**config.mk**
```make
export PLATFORM = sky130hd
export DESIGN_NAME = tsp_exhaustive_search_flat
export DESIGN_NICKNAME = d
export VERILOG_FILES = /design/src/design/tsp_pkg.sv /design/src/design/tsp_in_if.sv /design/src/design/tsp_out_if.sv /design/src/design/tsp_exhaustive_search.sv /design/src/flat_wrapper.sv
export SDC_FILE = /design/constraint.sdc
export NUM_CORES = 2
export LEC_CHECK = 0
export BUFFER_PORTS_ARGS = -buffer_cell sky130_fd_sc_hd__buf_2
export CAP_MARGIN = 20
export CORE_MARGIN = 1.5
export CORE_UTILIZATION = 56
export CTS_CLUSTER_SIZE = 24
export DETAILED_ROUTE_END_ITERATION = 7
export PLACE_DENSITY = 0.75
export SYNTH_ARGS = -nofsm -noshare
export SYNTH_HDL_FRONTEND = slang
export SYNTH_SLANG_ARGS = --single-unit
export TNS_END_PERCENT = 30
```
**constraint.sdc**
```tcl
create_clock -name clk -period 8.2 [get_ports clk]
set_input_delay 0.82 -clock clk [delete_from_list [all_inputs] [get_ports clk]]
set_output_delay 0.82 -clock clk [all_outputs]
set_load 0.01 [all_outputs]
```
**src/design/tsp_pkg.sv**
```systemverilog
// ----------------------------------------------------------------------------
// tsp_pkg: shared types and constants for the exhaustive tour search
// Field widths, command codes, register map and sequencer states.
// ----------------------------------------------------------------------------
package tsp_pkg;

  localparam int CITY_W = 4;
  localparam int STEP_W = 4;
  localparam int DIST_W = 16;
  localparam int LEN_W  = 20;
  localparam int CNT_W  = 4;
  localparam int ADDR_W = 3;
  localparam int DATA_W = 32;

  localparam logic [CNT_W-1:0] CITY_COUNT_RESET = 4'd2;

  typedef enum logic {
    CMD_WRITE = 1'b0,
    CMD_SOLVE = 1'b1
  } command_t;

  // Register index taken from paddr[2] (registers sit at 4*i).
  localparam logic REG_CITY_COUNT = 1'b0;

  typedef enum logic [2:0] {
    ST_IDLE,
    ST_SCAN,
    ST_ADD,
    ST_CLOSE,
    ST_EMIT
  } state_t;

endpackage

```
**src/design/tsp_in_if.sv**
```systemverilog
// ----------------------------------------------------------------------------
// tsp_in_if: command channel of the tour search
// Carries distance writes and solve requests with a valid/ready handshake.
// ----------------------------------------------------------------------------
interface tsp_in_if;
  import tsp_pkg::*;

  logic              valid;
  logic              ready;
  logic              command;
  logic [CITY_W-1:0] from_city;
  logic [CITY_W-1:0] to_city;
  logic [DIST_W-1:0] distance;

  modport source (output valid, command, from_city, to_city, distance, input ready);
  modport sink   (input valid, command, from_city, to_city, distance, output ready);
endinterface

```
**src/design/tsp_out_if.sv**
```systemverilog
// ----------------------------------------------------------------------------
// tsp_out_if: result channel of the tour search
// Carries one city of the best tour per transfer.
// ----------------------------------------------------------------------------
interface tsp_out_if;
  import tsp_pkg::*;

  logic              valid;
  logic              ready;
  logic [STEP_W-1:0] step;
  logic [CITY_W-1:0] city;
  logic [LEN_W-1:0]  tour_length;
  logic              last;

  modport source (output valid, step, city, tour_length, last, input ready);
  modport sink   (input valid, step, city, tour_length, last, output ready);
endinterface

```
**src/design/tsp_exhaustive_search.sv**
```systemverilog
// ----------------------------------------------------------------------------
// tsp_exhaustive_search: brute-force shortest closed tour
// Loads an asymmetric distance matrix, enumerates every tour from city 0 in
// lexicographic depth-first order and streams out the shortest one.
// ----------------------------------------------------------------------------
//
//   channel | dir | transfer contents
//   --------+-----+------------------------------------------------------
//   cmd     | in  | command, from_city, to_city, distance
//   res     | out | step, city, tour_length, last (n+1 transfers a solve)
//   apb     | cfg | city_count at byte address 0
//
// A solve runs a depth-first search with one shared adder and compare: it
// spends an ST_SCAN state on each candidate city tested at a position (the
// end of the candidate list included), an ST_ADD state on each extension
// (distance lookup and add) and an ST_CLOSE state on each closed tour, then
// streams the n+1 results, held by any result stalls. The single read port
// of the distance memory sets that pace. Reset is synchronous and clears
// the sequencer and city_count; the matrix stays undefined until written.
// cmd is not ready from a solve until its last result is taken.
module tsp_exhaustive_search #(
  parameter int MAX_CITIES = 8
) (
  input  logic                      clk,
  input  logic                      rst,
  tsp_in_if.sink                    cmd,
  tsp_out_if.source                 res,
  input  logic                      psel,
  input  logic                      penable,
  input  logic                      pwrite,
  input  logic [tsp_pkg::ADDR_W-1:0] paddr,
  input  logic [tsp_pkg::DATA_W-1:0] pwdata,
  output logic [tsp_pkg::DATA_W-1:0] prdata,
  output logic                      pready
);
  import tsp_pkg::*;

  // IW indexes a city inside the table, NW holds a count up to MAX_CITIES.
  localparam int IW    = $clog2(MAX_CITIES);
  localparam int NW    = $clog2(MAX_CITIES + 1);
  localparam int AW    = 2 * IW;
  localparam int DEPTH = 1 << AW;

  state_t state, state_next;

  logic [CNT_W-1:0]  city_count;
  logic [NW-1:0]     n;        // clamped city count of the running solve
  logic [IW-1:0]     depth;    // tour position being filled
  logic [NW-1:0]     cand;     // candidate city for that position
  logic [NW-1:0]     k;        // result index while emitting
  logic [MAX_CITIES-1:0] visited;
  logic [IW-1:0]     route      [MAX_CITIES];
  logic [LEN_W-1:0]  plen       [MAX_CITIES];
  logic [IW-1:0]     best_route [MAX_CITIES];
  logic [LEN_W-1:0]  best_len;

  logic [DIST_W-1:0] dist_mem [DEPTH];
  logic [DIST_W-1:0] rdata;
  logic [AW-1:0]     rd_addr;

  logic [IW-1:0]     depth_m1;
  logic [IW-1:0]     prev;
  logic              scan_end;
  logic              last_pos;
  logic [LEN_W-1:0]  sum;
  logic              cmd_fire;
  logic              res_fire;
  logic [NW-1:0]     n_clamped;

  // --------------------------------------------------------------------------
  // Configuration port. Writes and reads decode paddr[2] as register index.
  // --------------------------------------------------------------------------
  assign pready = 1'b1;
  assign prdata = (paddr[2] == REG_CITY_COUNT) ? DATA_W'(city_count) : '0;

  always_ff @(posedge clk) begin
    if (rst) begin
      city_count <= CITY_COUNT_RESET;
    end else if (psel && penable && pwrite && pready && paddr[2] == REG_CITY_COUNT) begin
      city_count <= pwdata[CNT_W-1:0];
    end
  end

  // Counts below two run as two, counts above the table size as the table size.
  always_comb begin
    if (city_count < CNT_W'(2)) begin
      n_clamped = NW'(2);
    end else if (int'(city_count) > MAX_CITIES) begin
      n_clamped = NW'(MAX_CITIES);
    end else begin
      n_clamped = NW'(city_count);
    end
  end

  // --------------------------------------------------------------------------
  // Handshakes and shared datapath terms.
  // --------------------------------------------------------------------------
  assign cmd.ready = (state == ST_IDLE);
  assign cmd_fire  = cmd.valid && cmd.ready;
  assign res_fire  = res.valid && res.ready;

  assign depth_m1 = depth - IW'(1);
  assign prev     = route[depth_m1];
  assign scan_end = (cand >= n);
  assign last_pos = (NW'(depth) == n - NW'(1));

  // One adder serves both the extension of a partial tour and the closing
  // edge back to city 0; the memory word read in the previous cycle feeds it.
  always_comb begin
    if (state == ST_CLOSE) begin
      sum = plen[depth] + LEN_W'(rdata);
    end else begin
      sum = plen[depth_m1] + LEN_W'(rdata);
    end
  end

  // Read address: the edge into the candidate while scanning, the edge home
  // once the last position has been placed.
  always_comb begin
    if (state == ST_ADD) begin
      rd_addr = {cand[IW-1:0], IW'(0)};
    end else begin
      rd_addr = {prev, cand[IW-1:0]};
    end
  end

  // --------------------------------------------------------------------------
  // Distance memory: one write port from the command channel, one read port.
  // --------------------------------------------------------------------------
  always_ff @(posedge clk) begin
    if (cmd_fire && cmd.command == CMD_WRITE &&
        int'(cmd.from_city) < MAX_CITIES && int'(cmd.to_city) < MAX_CITIES) begin
      dist_mem[{cmd.from_city[IW-1:0], cmd.to_city[IW-1:0]}] <= cmd.distance;
    end
    rdata <= dist_mem[rd_addr];
  end

  // --------------------------------------------------------------------------
  // Sequencer.
  // --------------------------------------------------------------------------
  always_ff @(posedge clk) begin
    if (rst) begin
      state <= ST_IDLE;
    end else begin
      state <= state_next;
    end
  end

  always_comb begin
    state_next = state;
    case (state)
      ST_IDLE: begin
        if (cmd_fire && cmd.command == CMD_SOLVE) begin
          state_next = ST_SCAN;
        end
      end
      ST_SCAN: begin
        if (scan_end) begin
          if (depth == IW'(1)) begin
            state_next = ST_EMIT;
          end
        end else if (!visited[cand[IW-1:0]]) begin
          state_next = ST_ADD;
        end
      end
      ST_ADD: begin
        state_next = last_pos ? ST_CLOSE : ST_SCAN;
      end
      ST_CLOSE: begin
        state_next = ST_SCAN;
      end
      ST_EMIT: begin
        if (res_fire && k == n) begin
          state_next = ST_IDLE;
        end
      end
      default: begin
        state_next = ST_IDLE;
      end
    endcase
  end

  // Search stack and best tour.
  always_ff @(posedge clk) begin
    case (state)
      ST_IDLE: begin
        if (cmd_fire && cmd.command == CMD_SOLVE) begin
          n        <= n_clamped;
          depth    <= IW'(1);
          cand     <= NW'(1);
          visited  <= MAX_CITIES'(1);
          route[0] <= '0;
          plen[0]  <= '0;
          best_len <= '1;
        end
      end
      ST_SCAN: begin
        if (scan_end) begin
          if (depth == IW'(1)) begin
            k <= '0;
          end else begin
            // Position exhausted: step back and try the next city there.
            depth          <= depth_m1;
            cand           <= NW'(prev) + NW'(1);
            visited[prev]  <= 1'b0;
          end
        end else if (visited[cand[IW-1:0]]) begin
          cand <= cand + NW'(1);
        end
      end
      ST_ADD: begin
        route[depth]          <= cand[IW-1:0];
        plen[depth]           <= sum;
        visited[cand[IW-1:0]] <= 1'b1;
        if (!last_pos) begin
          depth <= depth + IW'(1);
          cand  <= NW'(1);
        end
      end
      ST_CLOSE: begin
        // Strictly smaller only, so the earliest minimum is kept.
        if (sum < best_len) begin
          best_len   <= sum;
          best_route <= route;
        end
        visited[cand[IW-1:0]] <= 1'b0;
        cand                  <= cand + NW'(1);
      end
      ST_EMIT: begin
        if (res_fire) begin
          k <= k + NW'(1);
        end
      end
      default: begin
      end
    endcase
  end

  // --------------------------------------------------------------------------
  // Result channel: the tour is closed by repeating city 0 at step n.
  // --------------------------------------------------------------------------
  assign res.valid       = (state == ST_EMIT);
  assign res.step        = STEP_W'(k);
  assign res.city        = (k < n) ? CITY_W'(best_route[k[IW-1:0]]) : '0;
  assign res.tour_length = best_len;
  assign res.last        = (k == n);

endmodule

```
**src/flat_wrapper.sv**
```systemverilog
// flat-port wrapper written by rule: the top's interface ports become plain ports
module tsp_exhaustive_search_flat import tsp_pkg::*;
#(
  parameter int MAX_CITIES = 8
)
  (clk, rst, psel, penable, pwrite, paddr, pwdata, prdata, pready, cmd_valid, cmd_command, cmd_from_city, cmd_to_city, cmd_distance, cmd_ready, res_valid, res_step, res_city, res_tour_length, res_last, res_ready);
  tsp_in_if cmd_i ();
  tsp_out_if res_i ();
  input  logic clk;
  input  logic rst;
  input  logic psel;
  input  logic penable;
  input  logic pwrite;
  input  logic [tsp_pkg::ADDR_W-1:0] paddr;
  input  logic [tsp_pkg::DATA_W-1:0] pwdata;
  output logic [tsp_pkg::DATA_W-1:0] prdata;
  output logic pready;
  input wire logic [$bits(cmd_i.valid)-1:0] cmd_valid;
  input wire logic [$bits(cmd_i.command)-1:0] cmd_command;
  input wire logic [$bits(cmd_i.from_city)-1:0] cmd_from_city;
  input wire logic [$bits(cmd_i.to_city)-1:0] cmd_to_city;
  input wire logic [$bits(cmd_i.distance)-1:0] cmd_distance;
  output wire logic [$bits(cmd_i.ready)-1:0] cmd_ready;
  output wire logic [$bits(res_i.valid)-1:0] res_valid;
  output wire logic [$bits(res_i.step)-1:0] res_step;
  output wire logic [$bits(res_i.city)-1:0] res_city;
  output wire logic [$bits(res_i.tour_length)-1:0] res_tour_length;
  output wire logic [$bits(res_i.last)-1:0] res_last;
  input wire logic [$bits(res_i.ready)-1:0] res_ready;
  assign cmd_i.valid = cmd_valid;
  assign cmd_i.command = cmd_command;
  assign cmd_i.from_city = cmd_from_city;
  assign cmd_i.to_city = cmd_to_city;
  assign cmd_i.distance = cmd_distance;
  assign cmd_ready = cmd_i.ready;
  assign res_valid = res_i.valid;
  assign res_step = res_i.step;
  assign res_city = res_i.city;
  assign res_tour_length = res_i.tour_length;
  assign res_last = res_i.last;
  assign res_i.ready = res_ready;
  tsp_exhaustive_search #(.MAX_CITIES(MAX_CITIES)) u_core (.clk(clk), .rst(rst), .cmd(cmd_i), .res(res_i), .psel(psel), .penable(penable), .pwrite(pwrite), .paddr(paddr), .pwdata(pwdata), .prdata(prdata), .pready(pready));
endmodule
```
# After elaboration in Yosys (flattened, before gate mapping)
# Memories as Yosys holds them, arrays and structs flattened. A register that Yosys moved wholly into a read port is not among the register bits.
# Index checks and enable logic that the tools add are counted.
# totals
reg_bits,98
latch_bits,0
ramBits,1184
mem_bits_ro,0
in_bits,67
output_inout_bits,64
elab_cells,170
n_memories,2
# op_classes
add_sub_neg,8
multipliers,0
n_div,0
order_cmp,15
eq_ne,19
shifts,0
muxes,61
bitwise,10
n_reduce_logical,30
# mem_list
name,depth,word_bits,read_ports,rd_clocked_by_memory_dff,wr,line_no,source
u_core.dist_mem,64,16,1,1,1,tsp_exhaustive_search.sv:57,logic [DIST_W-1:0] dist_mem [DEPTH];
u_core.plen,8,20,2,1,1,tsp_exhaustive_search.sv:53,logic [LEN_W-1:0] plen [MAX_CITIES];
# ops
op,count
20-bit 2-to-1 mux,4
3-bit 2-to-1 mux,17
20-bit by 16-bit adder with 20-bit output,2
4-bit 2-to-1 mux,10
20-bit case mux with 2 select lines,1
8-bit case mux with 4 select lines,1
24-bit bitwise mux,1
8-bit 2-to-1 mux,3
20-bit less-than comparator,1
20-bit OR reduction,1
3-bit binary-select mux with 3-bit select,2
8-bit AND,2
8-bit inverter,2
4-bit case mux with 4 select lines,1
3-bit case mux with 5 select lines,1
1-bit logical AND,13
4-bit >= comparator (second input constant),3
2-bit inequality test (second input constant),6
3-bit inverter with 4-bit output,3
4-bit AND reduction,3
1-bit 2-to-1 mux,11
5-bit AND reduction,2
3-bit demux with 3-bit select,1
3-bit case mux with 3 select lines,1
37 further kinds,51

# Depth between registers and ports, before layout
# logic_depth
word_depth,14
mapped_depth,30
mapped_depth_nobuf,23

# Least setup slack after synthesis
# Ideal clock, no wire load.
# synth_timing
kind,register -> register
from,register u_core.depth[0]
to,"register u_core.best_len[0] (netlist: u_core.res.tour_length[0]), enable pin"
setup_time_ns,0.425
arrival_ns,7.841
required_time_ns,7.775
setup_slack_ns,-0.066
path_stages_with_launch,29
path_buffers,7
path_cell_list,edfxtp_1 > buf_6 > buf_2 > buf_2 > clkbuf_1 > inv_1 > ha_1 > buf_1 > buf_2 > clkbuf_1 > mux4_2 > nor2b_1 > a211oi_1 > a21oi_1 > ha_1 > a2111oi_0 > o21ai_0 > a31oi_1 > o21ai_0 > a41o_1 > a21oi_1 > xnor2_1 > inv_1 > ha_1 > a21o_1 > a21oi_1 > nor2b_1 > o311a_1 > o21ai_0
# synth_between
elab_chain_len,7
# synth_lines
element,line_no,source
start: declaration,tsp_exhaustive_search.sv:48,logic [IW-1:0] depth;
start signal: assignment,tsp_exhaustive_search.sv:203,depth <= depth_m1;
start signal: assignment,tsp_exhaustive_search.sv:216,depth <= depth + IW'(1);
3-bit by 1-bit subtractor with 3-bit output,tsp_exhaustive_search.sv:102,assign depth_m1 = depth - IW'(1);
memory read 8 x 20 bit,--,
20-bit by 16-bit adder with 20-bit output,tsp_exhaustive_search.sv:113,sum = plen[depth_m1] + LEN_W'(rdata);
20-bit 2-to-1 mux,tsp_exhaustive_search.sv:110,if (state == ST_CLOSE) begin
named net u_core.sum[14],tsp_exhaustive_search.sv:65,logic [LEN_W-1:0] sum;
20-bit less-than comparator,tsp_exhaustive_search.sv:222,if (sum < best_len) begin
2-bit inequality test (no line),--,
3-bit AND reduction (no line),--,
end signal: assignment,tsp_exhaustive_search.sv:223,best_len <= sum;
end: declaration,tsp_exhaustive_search.sv:55,logic [LEN_W-1:0] best_len;
# The timed path passes the listed nets, and every way through them passes these cells.
# A chain may end at the register's enable or synchronous reset.

# Worst setup path in the final report
# layout_timing
from,register u_core.depth[1]
to,"register u_core.best_len[11] (netlist: u_core.res.tour_length[11]), enable pin"
# The elaborated chain is that of the path after synthesis.

==> run metrics <==
status=complete, no violations; core area=0.0953 mm²; synth warn=0; slowest stage delay, CP=between 800 and 900 ps; mapped cell area=between 0.05 and 0.06 mm²; RSZ-0062 raised after global routing=no; remaining global-route overflow=0; CTS Buf Count=132; most area-hungry cell type in the Yosys netlist=edfxtp_1; vias in the first global route=30500; non-filler cells, final=4899; Tmin final=between 6000 and 7000 ps; Worst Skew=between 20 and 25 ps; Unique masters post-synth=76; Hold Fails Final Rpt=0; antenna violations before repair=3; max-cap viol count=0; Storage cell area=about 0.039 mm²; gr usage total=26.7%; WP buf/inv=3; Post-synth top cells=edfxtp_1 (1275), nand2_1 (458), mux4_2 (191), nor2_1 (170), nand3_1 (154); area post-placement=0.0561 mm²; CP endpoint kind=register; Max stage delay cell, worst path=ha_2; CP Cell Sequence=inv_1 > ha_2 > mux4_2 > nor2b_1 > a211oi_1 > a21oi_1 > ha_1 > a2111oi_0 > o21ai_0 > a31oi_1 > o21ai_0 > xnor2_1 > inv_1 > ha_1 > nor2b_1 > o21ai_0 > o211ai_1 > a21oi_1 > nor3_1 > o311a_1 > o21ai_2 > buf_4; first-pass GRT wire length=between 150 and 200 mm; startpoint types=register; fmax=between 100 and 150 MHz; Slew Limit Fails=0; full die area=roughly 0.1 mm²; vias=31300; die width=314 µm; ANT nets after route=0; TNS Setup=0 ps; Worst R2R Setup Slack=about 1300 ps; Syn Area/Cell=15.9 µm²; Worst Setup Path Type=reg -> reg; CP required=~8600 ps; largest net degree at the start of global routing=106; routed len/inst=approximately 27 µm; PD cells=around 270 mW/mm²; LEAKAGE=approximately 20 nW; most frequent CP cell=o21ai_0; Worst-Skew Late Latency=740 ps; Initial Util=a little under three fifths; CTS resizes=0; CTS root buf=clkbuf_16; max_slew headroom=approximately 22%; share of cells above drive strength 1=between 15 and 20%; final RePlAce weighted congestion=roughly 0.85; multi-input logic area=between 0.01 and 0.015 mm²; Pre-antenna DRT Iters=8; DRC=0; clk slew on worst S/H paths=roughly 60 ps; top post-synthesis cells by area=edfxtp_1 (71%), mux4_2 (8.0%), nand2_1 (3.2%); critical-path maximum fanout=24; htree depth=4; Initial DRC Count=3683; area grow syn2layout=11.4%; Gate Count Post-Synth=3407; worst vdd ir=slightly above 0.0002 V; Port Buffers=70; placed cell count=roughly 4700; Die Y=~310 µm; Hold-fix buffers, CTS=0; number of synthesized flops with an enable pin=1275; share of the synthesized area in the top cell type=70.8%; Tcrit/Tclk final=about 84%; IO Pins=between 100 and 150; clock net sink count=1301; count leader, synth=edfxtp_1; post-synthesis register bit count=roughly 1300; CTS tree=built; # nets final=roughly 3600; total power=between 15 and 20 mW; Hold Crit Class=in -> reg; sequential area share after synthesis=between 70% and 80%; Primary FF master, synth=edfxtp_1; Clock Tree Buf Depth=3; buffer count from post-CTS setup fixing=0; worst slew pin tran=1140 ps; dpl hpwl=74.5 mm; Largest delay share family, worst path=compound AO/OA/AOI/OAI gates; row count=roughly 110; Vias/cell=approximately 6.4; final instance area=approximately 0.060 mm²; DRT Wirelength=131 mm; # fillers=6541; crit path DAT=around 7300 ps; # setup viols final=0; Post-synth ARST share=0%
## cell type report
type	instances	area share, %
Inverter	58	0.361
Antenna cell	1	0.00415
Sequential cell	1301	64.4
Clock buffer	176	5.95
Tap cell	1265	2.63
Timing Repair Buffer	198	2.30
Clock inverter	65	0.830
Multi-Input combinational cell	1835	23.5
## where the power goes
part	switching [mW]	internal (mW)	total, mW
clock	2.48	3.22	5.70
combinational	1.95	0.973	2.92
sequential	0.0983	7.38	7.48
## tightest hold or removal path: stages
cell and delay (ps):
buf_2 80, mux2i_1 50, nor2_1 70
## cells in the final DEF, fill, tap and decap left out, types with 24 or more instances in the layout
| cell | n |
|---|---|
| conb_1 | 30 |
| edfxtp_1 | 1275 |
| o211ai_1 | 56 |
| clkbuf_16 | 136 |
| nor2b_1 | 34 |
| mux2i_1 | 137 |
| a21oi_1 | 101 |
| clkbuf_1 | 37 |
| nand3_1 | 154 |
| mux4_2 | 191 |
| nor3_1 | 27 |
| a31oi_1 | 27 |
| clkinv_1 | 25 |
| a211oi_1 | 32 |
| a32oi_1 | 34 |
| dfxtp_1 | 24 |
| a311oi_1 | 35 |
| inv_1 | 57 |
| nand2_1 | 457 |
| buf_2 | 70 |
| o21ai_0 | 78 |
| buf_4 | 121 |
| nor2_1 | 161 |
| o221ai_1 | 31 |
| ha_1 | 49 |
## per-layer routing
layer / global-route usage [%] / share of wire (%)
met1: 36.7 / 39
met2: 41.8 / 47
met3: 5.79 / 9.9
met4: 11.2 / 4.0
met5: 0 / 0
## per-stage QoR
stage | setup slack, ps | util [%] | hold slack, ps
2_1_floorplan | 378 | - | 417
3_3_place_gp | 1450 | 58.9 | 429
3_5_place_dp | 1290 | 58.9 | 430
4_1_cts | 1260 | 63.2 | 279
5_1_grt | 806 | 63.2 | 308
6_report | 1290 | 63.2 | 329
## logic make-up after synthesis
logic type	count (synthesis)	share of synthesized area, %
fa+ha+maj	51	1.19
simple gates	928	7.50
xor+xnor	30	0.500
other cells	2	0.0139
flops	1301	71.7
compound gates	457	5.77
mux	339	10.8
buf+inv	299	2.51
## registers in the layout, summed over array words and instances, names as in the netlist, 4 cells and up, named ones only
register,cells
u_core.dist_mem,1024
u_core.plen,160
u_core.best_route,24
u_core.route,24
u_core.res.tour_length,20
u_core.rdata,16
u_core.visited,8
u_core.cand,4
u_core.city_count,4
u_core.n,4
u_core.res.step,4
## final timing paths
| path | depth (start not counted) | endpoint | start |
|---|---|---|---|
| max | 22 | u_core.res.tour_length[11]$_SDFFCE_PN1P_ | u_core.depth[1]$_DFFE_PP_ |
| min | 3 | u_core.city_count[0]$_SDFFE_PP0P_ | pwdata[0] |
| max reg2reg | 22 | u_core.res.tour_length[11]$_SDFFCE_PN1P_ | u_core.depth[1]$_DFFE_PP_ |
| min reg2reg | 0 | u_core.best_route[3]$_DFFE_PP_ | u_core.route[3]$_DFFE_PP_ |
No activity file was read; power rests on OpenSTA's default activity.
